[config.mk]
export PLATFORM = sky130hd
export DESIGN_NAME = unsigned_integer_text_parser_unit
export DESIGN_NICKNAME = d
export VERILOG_FILES = /design/src/hdl/uitp_pkg.sv /design/src/hdl/uitp_core.sv /design/src/hdl/uitp_rsp_queue.sv /design/src/hdl/unsigned_integer_text_parser_unit.sv
export SDC_FILE = /design/constraint.sdc
export NUM_CORES = 2
export LEC_CHECK = 0
export ABC_AREA = 1
export BUFFER_PORTS_ARGS = -buffer_cell sky130_fd_sc_hd__buf_4
export CORE_AREA = 2 2 238 240
export CTS_CLUSTER_DIAMETER = 100
export DETAILED_ROUTE_END_ITERATION = 10
export DIE_AREA = 0 0 240 242
export GPL_ROUTABILITY_DRIVEN = 0
export PLACE_DENSITY = 0.76
export RECOVER_POWER = 25
export SLEW_MARGIN = 20
export SYNTH_ARGS = -nofsm -noshare
export SYNTH_HDL_FRONTEND = slang
export SYNTH_SLANG_ARGS = --single-unit
[constraint.sdc]
create_clock -name clock -period 7.95 [get_ports clock]
set_input_delay 2.385 -clock clock [delete_from_list [all_inputs] [get_ports clock]]
set_output_delay 2.385 -clock clock [all_outputs]
set_load 0.005 [all_outputs]
[src/hdl/uitp_pkg.sv]
`timescale 1ns / 1ps
// ----------------------------------------------------------------------------
// uitp_pkg
// Shared widths, status codes and the result type for the unsigned integer
// text parser.
// ----------------------------------------------------------------------------
package uitp_pkg;

   localparam int OFFSET_BITS = 16;
   localparam int CHAR_BITS   = 8;
   localparam int RADIX_BITS  = 6;
   localparam int VALUE_BITS  = 64;
   localparam int END_BITS    = 16;
   localparam int STATUS_BITS = 2;

   localparam logic [RADIX_BITS-1:0] MAX_BASE = 6'd36;

   localparam logic [STATUS_BITS-1:0] STATUS_OK       = 2'd0;
   localparam logic [STATUS_BITS-1:0] STATUS_BAD_BASE = 2'd1;
   localparam logic [STATUS_BITS-1:0] STATUS_RANGE    = 2'd2;

   typedef struct packed {
      logic [VALUE_BITS-1:0]  value;
      logic [END_BITS-1:0]    end_offset;
      logic                   digits_seen;
      logic [STATUS_BITS-1:0] status;
   } result_type;

endpackage

[src/hdl/uitp_core.sv]
`timescale 1ns / 1ps
// ----------------------------------------------------------------------------
// uitp_core
// Parse state and combinational step logic: whitespace, sign, prefix, digit
// accumulation for one character per enabled cycle.
// ----------------------------------------------------------------------------
module uitp_core (
   input  logic                               clock,
   input  logic                               reset,
   input  logic                               step_en,
   input  logic [uitp_pkg::CHAR_BITS-1:0]     char_code,
   input  logic                               string_start,
   input  logic [uitp_pkg::RADIX_BITS-1:0]    radix,
   output logic                               emit,
   output uitp_pkg::result_type               result
);
   import uitp_pkg::*;

   typedef enum logic [2:0] {
      PH_SPACE,
      PH_PREFIX,
      PH_ZERO,
      PH_DIGITS,
      PH_DONE
   } phase_type;

   phase_type              phase_ff, phase_in;
   logic [VALUE_BITS-1:0]  acc_ff, acc_in;
   logic                   neg_ff, neg_in;
   logic                   saw_ff, saw_in;
   logic [RADIX_BITS-1:0]  base_ff, base_in;
   logic [OFFSET_BITS-1:0] idx_ff, idx_in;

   logic                   go_prefix;
   logic                   go_digit;
   logic                   advance;
   logic [STATUS_BITS-1:0] emit_status;
   logic [RADIX_BITS-1:0]  digit;
   logic [VALUE_BITS-1:0]  product;
   logic [31:0]            idx_wide;
   logic                   is_space;

   function automatic logic [RADIX_BITS-1:0] digit_value(input logic [CHAR_BITS-1:0] c);
      logic [RADIX_BITS-1:0] d;
      d = 6'd63;
      if (c >= 8'd48 && c <= 8'd57) begin
         d = RADIX_BITS'(c - 8'd48);
      end else if (c >= 8'd97 && c <= 8'd122) begin
         d = RADIX_BITS'(c - 8'd87);
      end else if (c >= 8'd65 && c <= 8'd90) begin
         d = RADIX_BITS'(c - 8'd55);
      end
      return d;
   endfunction

   assign digit    = digit_value(char_code);
   assign is_space = (char_code >= 8'd9 && char_code <= 8'd13) || char_code == 8'd32;

   always_comb begin
      phase_in    = phase_ff;
      acc_in      = acc_ff;
      neg_in      = neg_ff;
      saw_in      = saw_ff;
      base_in     = base_ff;
      idx_in      = idx_ff;
      go_prefix   = 1'b0;
      go_digit    = 1'b0;
      advance     = 1'b0;
      emit        = 1'b0;
      emit_status = STATUS_OK;
      product     = '0;

      if (string_start) begin
         phase_in = PH_SPACE;
         acc_in   = '0;
         neg_in   = 1'b0;
         saw_in   = 1'b0;
         base_in  = '0;
         idx_in   = '0;
      end

      case (phase_in)
         PH_SPACE: begin
            if (idx_in == '0) begin
               base_in = radix;
               if (radix != '0 && (radix < 6'd2 || radix > MAX_BASE)) begin
                  emit        = 1'b1;
                  emit_status = STATUS_BAD_BASE;
               end
            end
            if (!emit) begin
               if (is_space) begin
                  advance = 1'b1;
               end else if (char_code == 8'd43 || char_code == 8'd45) begin
                  neg_in   = (char_code == 8'd45);
                  phase_in = PH_PREFIX;
                  advance  = 1'b1;
               end else begin
                  go_prefix = 1'b1;
               end
            end
         end
         PH_PREFIX: begin
            go_prefix = 1'b1;
         end
         PH_ZERO: begin
            if (char_code == 8'd120 || char_code == 8'd88) begin
               base_in  = 6'd16;
               phase_in = PH_DIGITS;
               advance  = 1'b1;
            end else begin
               if (base_in == '0) begin
                  base_in = 6'd8;
               end
               acc_in   = '0;
               saw_in   = 1'b1;
               go_digit = 1'b1;
            end
         end
         PH_DIGITS: begin
            go_digit = 1'b1;
         end
         default: begin
         end
      endcase

      if (go_prefix) begin
         if (char_code == 8'd48 && (base_in == '0 || base_in == 6'd16)) begin
            phase_in = PH_ZERO;
            advance  = 1'b1;
         end else begin
            if (base_in == '0) begin
               base_in = 6'd10;
            end
            go_digit = 1'b1;
         end
      end

      if (go_digit) begin
         phase_in = PH_DIGITS;
         if (char_code == '0 || digit >= base_in) begin
            emit = 1'b1;
         end else begin
            product = acc_in * VALUE_BITS'(base_in);
            acc_in  = product + VALUE_BITS'(digit);
            saw_in  = 1'b1;
            advance = 1'b1;
         end
      end

      if (advance && idx_in != '1) begin
         idx_in = idx_in + 1'b1;
      end

      if (emit) begin
         phase_in = PH_DONE;
      end
   end

   assign idx_wide = 32'(idx_in);

   always_comb begin
      result.value       = '0;
      result.end_offset  = '0;
      result.digits_seen = 1'b0;
      result.status      = emit_status;
      if (emit_status == STATUS_OK && saw_in) begin
         result.end_offset  = idx_wide[END_BITS-1:0];
         result.digits_seen = 1'b1;
         if (neg_in) begin
            if (acc_in == '1) begin
               result.value  = '1;
               result.status = STATUS_RANGE;
            end else begin
               result.value = '0 - acc_in;
            end
         end else begin
            result.value = acc_in;
         end
      end
   end

   always_ff @(posedge clock) begin
      if (reset) begin
         phase_ff <= PH_SPACE;
         acc_ff   <= '0;
         neg_ff   <= 1'b0;
         saw_ff   <= 1'b0;
         base_ff  <= '0;
         idx_ff   <= '0;
      end else if (step_en) begin
         phase_ff <= phase_in;
         acc_ff   <= acc_in;
         neg_ff   <= neg_in;
         saw_ff   <= saw_in;
         base_ff  <= base_in;
         idx_ff   <= idx_in;
      end
   end

   a_done_silent: assert property (@(posedge clock) disable iff (reset)
      (step_en && phase_ff == PH_DONE && !string_start) |-> !emit)
      else $error("request after stop produced a response");

   a_no_digits_zero: assert property (@(posedge clock) disable iff (reset)
      (emit && !result.digits_seen) |-> (result.value == '0 && result.end_offset == '0))
      else $error("response without digits carries a value");

   a_range_all_ones: assert property (@(posedge clock) disable iff (reset)
      (emit && result.status == STATUS_RANGE) |-> (result.value == '1 && neg_in))
      else $error("range status without negated all-ones value");

endmodule

[src/hdl/uitp_rsp_queue.sv]
`timescale 1ns / 1ps
// ----------------------------------------------------------------------------
// uitp_rsp_queue
// Two-entry response buffer that decouples the parser from the response
// handshake.
// ----------------------------------------------------------------------------
module uitp_rsp_queue (
   input  logic                 clock,
   input  logic                 reset,
   input  logic                 push,
   input  uitp_pkg::result_type push_item,
   output logic                 full,
   output logic                 out_valid,
   input  logic                 out_ready,
   output uitp_pkg::result_type out_item
);
   import uitp_pkg::*;

   result_type entry_ff [2];
   logic [1:0] count_ff, count_in;
   logic       wr_ptr_ff;
   logic       rd_ptr_ff;
   logic       pop;

   assign full      = (count_ff == 2'd2);
   assign out_valid = (count_ff != 2'd0);
   assign out_item  = entry_ff[rd_ptr_ff];
   assign pop       = out_valid && out_ready;

   always_comb begin
      case ({push, pop})
         2'b10:   count_in = count_ff + 2'd1;
         2'b01:   count_in = count_ff - 2'd1;
         default: count_in = count_ff;
      endcase
   end

   always_ff @(posedge clock) begin
      if (reset) begin
         count_ff  <= '0;
         wr_ptr_ff <= 1'b0;
         rd_ptr_ff <= 1'b0;
      end else begin
         count_ff <= count_in;
         if (push) begin
            wr_ptr_ff <= !wr_ptr_ff;
         end
         if (pop) begin
            rd_ptr_ff <= !rd_ptr_ff;
         end
      end
   end

   always_ff @(posedge clock) begin
      if (push) begin
         entry_ff[wr_ptr_ff] <= push_item;
      end
   end

   a_no_overflow: assert property (@(posedge clock) disable iff (reset)
      push |-> (!full || pop))
      else $error("response queue overflow");

   a_ptr_count: assert property (@(posedge clock) disable iff (reset)
      (count_ff == 2'd0 || count_ff == 2'd2) |-> (wr_ptr_ff == rd_ptr_ff))
      else $error("response queue pointers disagree with count");

   a_count_range: assert property (@(posedge clock) disable iff (reset)
      count_ff <= 2'd2)
      else $error("response queue count out of range");

endmodule

[src/hdl/unsigned_integer_text_parser_unit.sv]
`timescale 1ns / 1ps
// Order: an accepted request is held in the input register until the parser
//   steps on it; its response, if any, then goes into the response buffer.
// Throughput: one request per cycle, set by the accumulator multiply-add loop,
//   while the two-entry response buffer (absorbing stalls) has room or drains.
// Reset: clears the parse state to the whitespace phase and the radix to 0.
// ----------------------------------------------------------------------------
// unsigned_integer_text_parser_unit
// Streaming text-to-unsigned converter taking one character per request and
// returning one response when the number ends.
// ----------------------------------------------------------------------------
module unsigned_integer_text_parser_unit (
   input  logic                                clock,
   input  logic                                reset,
   input  logic                                csr_write_enable,
   input  logic [uitp_pkg::RADIX_BITS-1:0]     csr_write_data,
   input  logic                                req_valid,
   output logic                                req_ready,
   input  logic [uitp_pkg::CHAR_BITS-1:0]      req_char_code,
   input  logic                                req_string_start,
   output logic                                rsp_valid,
   input  logic                                rsp_ready,
   output logic [uitp_pkg::VALUE_BITS-1:0]     rsp_value,
   output logic [uitp_pkg::END_BITS-1:0]       rsp_end_offset,
   output logic                                rsp_digits_seen,
   output logic [uitp_pkg::STATUS_BITS-1:0]    rsp_status
);
   import uitp_pkg::*;

   logic [RADIX_BITS-1:0] radix_ff;
   logic                  in_valid_ff;
   logic [CHAR_BITS-1:0]  char_ff;
   logic                  start_ff;
   logic                  step_fire;
   logic                  emit;
   logic                  queue_full;
   result_type            core_result;
   result_type            rsp_item;

   assign step_fire = in_valid_ff && (!queue_full || rsp_ready);
   assign req_ready = !in_valid_ff || step_fire;

   always_ff @(posedge clock) begin
      if (reset) begin
         radix_ff    <= '0;
         in_valid_ff <= 1'b0;
      end else begin
         if (csr_write_enable) begin
            radix_ff <= csr_write_data;
         end
         if (req_valid && req_ready) begin
            in_valid_ff <= 1'b1;
         end else if (step_fire) begin
            in_valid_ff <= 1'b0;
         end
      end
   end

   always_ff @(posedge clock) begin
      if (req_valid && req_ready) begin
         char_ff  <= req_char_code;
         start_ff <= req_string_start;
      end
   end

   uitp_core u_core (
      .clock        (clock),
      .reset        (reset),
      .step_en      (step_fire),
      .char_code    (char_ff),
      .string_start (start_ff),
      .radix        (radix_ff),
      .emit         (emit),
      .result       (core_result)
   );

   uitp_rsp_queue u_rsp_queue (
      .clock     (clock),
      .reset     (reset),
      .push      (step_fire && emit),
      .push_item (core_result),
      .full      (queue_full),
      .out_valid (rsp_valid),
      .out_ready (rsp_ready),
      .out_item  (rsp_item)
   );

   assign rsp_value       = rsp_item.value;
   assign rsp_end_offset  = rsp_item.end_offset;
   assign rsp_digits_seen = rsp_item.digits_seen;
   assign rsp_status      = rsp_item.status;

endmodule

==> impl_metrics.json <==
{
  "initial_core_util_pct": 50.20,
  "antenna_cells": 0,
  "htree_num_levels": 1,
  "first_pass_iters": 6,
  "final_cell_mix": "buf_4, nand2_1, nor2_1",
  "wl_um": 101700,
  "yosysWarnings": 0,
  "arrival_ps": 8530,
  "layout.nets": 4609,
  "failed_checks": "max-capacitance violations, max-slew violations, negative setup slack",
  "setup_viol": 120,
  "critPathSlowestCell": "fa_1",
  "synth_area_mm2": 0.02798,
  "ios": 105,
  "grt_pass1_vias": 26550,
  "area_growth_pct": 35.83,
  "instances_no_fill": 4977,
  "total_power_w": 0.008947,
  "dpl_worst_slack_ps": -436.0,
  "core_area_mm2": 0.05573,
  "drtIter0Drc": 3876,
  "power.share.switching_pct": 45.93,
  "hold_viol": 0,
  "grt_pass1_wl_um": 137500,
  "synthCells": 3598,
  "dr_total_vias": 29200,
  "cp-start-kind": "flop",
  "wl_per_cell_um": 20.44,
  "drv_cap": 1,
  "timing.final.crit_share_pct": 103.5,
  "status": "complete, but fails checks",
  "ant_nets": 0,
  "setup_slack_ps": -276.6,
  "drcViolationCount": 0,
  "max_freq_mhz": 121.6,
  "fin_skew_ps": 16.41,
  "final_common_cell": "buf_4",
  "synth-edff-count": 175,
  "clkSlewWorstSetupHoldPaths_ps": 70,
  "grt_max_degree": 94,
  "die_h_um": 242,
  "ys_types": 58,
  "antenna_found_initial": 0,
  "final_max_slew_viol_count": 33,
  "min_path_type": "flop to flop",
  "slew_headroom_pct": -21.27,
  "dp_hpwl_um": 66540,
  "clkPwrFrac_pct": 15.1,
  "cellPowerDensity_mw_per_mm2": 235.4,
  "power_switching_w": 0.004109,
  "dp_cells": 4873,
  "crit_buf_inv": 11,
  "p_int_w": 0.004838,
  "rsz0062_at_grt": "yes",
  "numCtsBuffers": 27,
  "num_rows": 87,
  "endpoint_kind": "flop",
  "peakVddDrop_mv": 0.2238,
  "path_class": "flop to flop",
  "port_buffers": 104,
  "syn_nets": 4006,
  "power_leakage_nw": 17.44,
  "ys.flop_type": "edfxtp_1",
  "die-area_mm2": 0.05808,
  "cts_num_sinks": 278,
  "pwr-share-comb_pct": 64.7,
  "async_flop_share_pct": 0,
  "slowest_delay_ps": 670,
  "crit_fanout": 9,
  "worstMarginPinSlew_ps": 1819,
  "drive_gt1_share_pct": 35.16,
  "synth_seq_cells": 278,
  "syn_area_per_cell_um2": 7.777,
  "globalRouteOverflowTotal": 0,
  "cp_top_family": "simple AND/OR/NAND/NOR gates",
  "grt_usage_pct": 29.52,
  "final.min_clock_period_ps": 8227,
  "p_seq_share_pct": 20.2,
  "crit_top_cell": "nand2_1",
  "cp.required_ps": 8250,
  "clock-root-buffer": "clkbuf_16",
  "final_util_pct": 68.19,
  "ys_seq_area_share_pct": 26.15,
  "tns_ps": -9508,
  "clockBufferDepth": 3,
  "clk_latency_ps": 570,
  "cts_tree": "done",
  "vias_per_cell": 5.866,
  "die_w_um": 240
}
[stage by stage]
step / area, um^2 / hold slack (ps)
floorplan: 27990 / 425.6
global placement: 33360 / 430.5
detailed placement: 33360 / 467.7
CTS: 34590 / 482.5
global route: 38010 / 524.4
finish: 38010 / 486.4
[synthesized netlist by cell type, drive strengths merged, types with 2 or more instances]
master | instances | area, um^2
nand2 | 690 | 2685
nor2 | 647 | 2515
inv | 413 | 1555
fa | 240 | 4805
o21ai | 236 | 1271
a21oi | 209 | 1061
nand3 | 202 | 1036
edfxtp | 175 | 5255
ha | 148 | 1852
dfxtp | 103 | 2062
clkbuf | 84 | 315.3
mux2 | 83 | 934.7
xor2 | 63 | 551.8
nor3 | 61 | 336.6
buf | 52 | 335.3
nand4 | 36 | 255.2
xnor2 | 35 | 306.5
a31oi | 20 | 125.1
o211ai | 20 | 150.1
nor4 | 10 | 62.56
o21a | 9 | 67.56
o21bai | 8 | 60.06
a21boi | 7 | 52.55
a21o | 7 | 52.55
nand3b | 7 | 52.55
or2 | 6 | 37.54
a221oi | 5 | 43.79
clkinv | 4 | 16.26
a211oi | 3 | 22.52
and2 | 3 | 18.77
and3 | 3 | 18.77
o22ai | 3 | 18.77
o31ai | 2 | 15.01
[power by group through the flow]
| stage | sequential (W) | combinational (W) | clock [W] |
|---|---|---|---|
| CTS | 0.00180 | 0.00468 | 0.00135 |
| global placement | 0.00183 | 0.00451 | 0 |
| detailed placement | 0.00183 | 0.00457 | 0 |
| global route | 0.00182 | 0.00612 | 0.00140 |
| floorplan | 0.00182 | 0.00256 | 0 |
| finish | 0.00181 | 0.00579 | 0.00135 |
[cells by family (layout without fill, tap and decap cells)]
group	Yosys count	after routing	share of synthesized area [%]
fa+ha+maj	388	388	23.79
buf+inv	553	1175	7.942
simple gates	1666	1667	25.11
flops	278	278	26.15
xor+xnor	98	98	3.068
compound gates	532	532	10.60
mux	83	83	3.340
[state kept, by name, summed over array words and instances, names as in the netlist, named ones only]
signal and count:
char_ff 8, in_valid_ff 1, radix_ff 6, start_ff 1, u_core.acc_ff 64, u_core.base_ff 6, u_core.idx_ff 16, u_core.neg_ff 1
u_core.phase_ff 3, u_core.saw_ff 1, u_rsp_queue.count_ff 2, u_rsp_queue.entry_ff 166, u_rsp_queue.rd_ptr_ff 1, u_rsp_queue.wr_ptr_ff 1
[final cells by class]
cell class / count / area, um^2
multi-input cells: 2768 / 21530
fillers: 3884 / 17730
flip-flops and latches: 278 / 7321
repair buffers: 708 / 5719
inverters: 417 / 1575
well taps: 756 / 945.9
clock buffers: 33 / 719.4
clock inverters: 16 / 187.7
repair inverters: 1 / 6.256
[final timing paths]
check	end	cells past startpoint	slack (ps)	startpoint
max	u_rsp_queue.entry_ff[0][80]	49	-280	start_ff
max reg2reg	u_rsp_queue.entry_ff[0][80]	49	-280	start_ff
min	u_rsp_queue.rd_ptr_ff	1	490	u_rsp_queue.rd_ptr_ff
min reg2reg	u_rsp_queue.rd_ptr_ff	1	490	u_rsp_queue.rd_ptr_ff
[timing repair]
action | 4_1_cts | 5_1_grt
resized for setup | 60 | 701
setup buffers | 6 | 43
cloned | 1 | 10
hold buffers | 0 | 0
setup endpoints to repair | 130 | 131
pin swaps | 21 | 153
[layer usage]
| layer | vias up | wire length (um) | track usage [%] |
|---|---|---|---|
| li1 | 12940 | - | - |
| met1 | 13710 | 37050 | 40.34 |
| met2 | 2027 | 46270 | 46.29 |
| met3 | 523 | 11720 | 6.791 |
| met4 | 0 | 6677 | 9.664 |
| met5 | - | 0 | 0 |
Note: power is estimated with default switching activity, not from simulation.
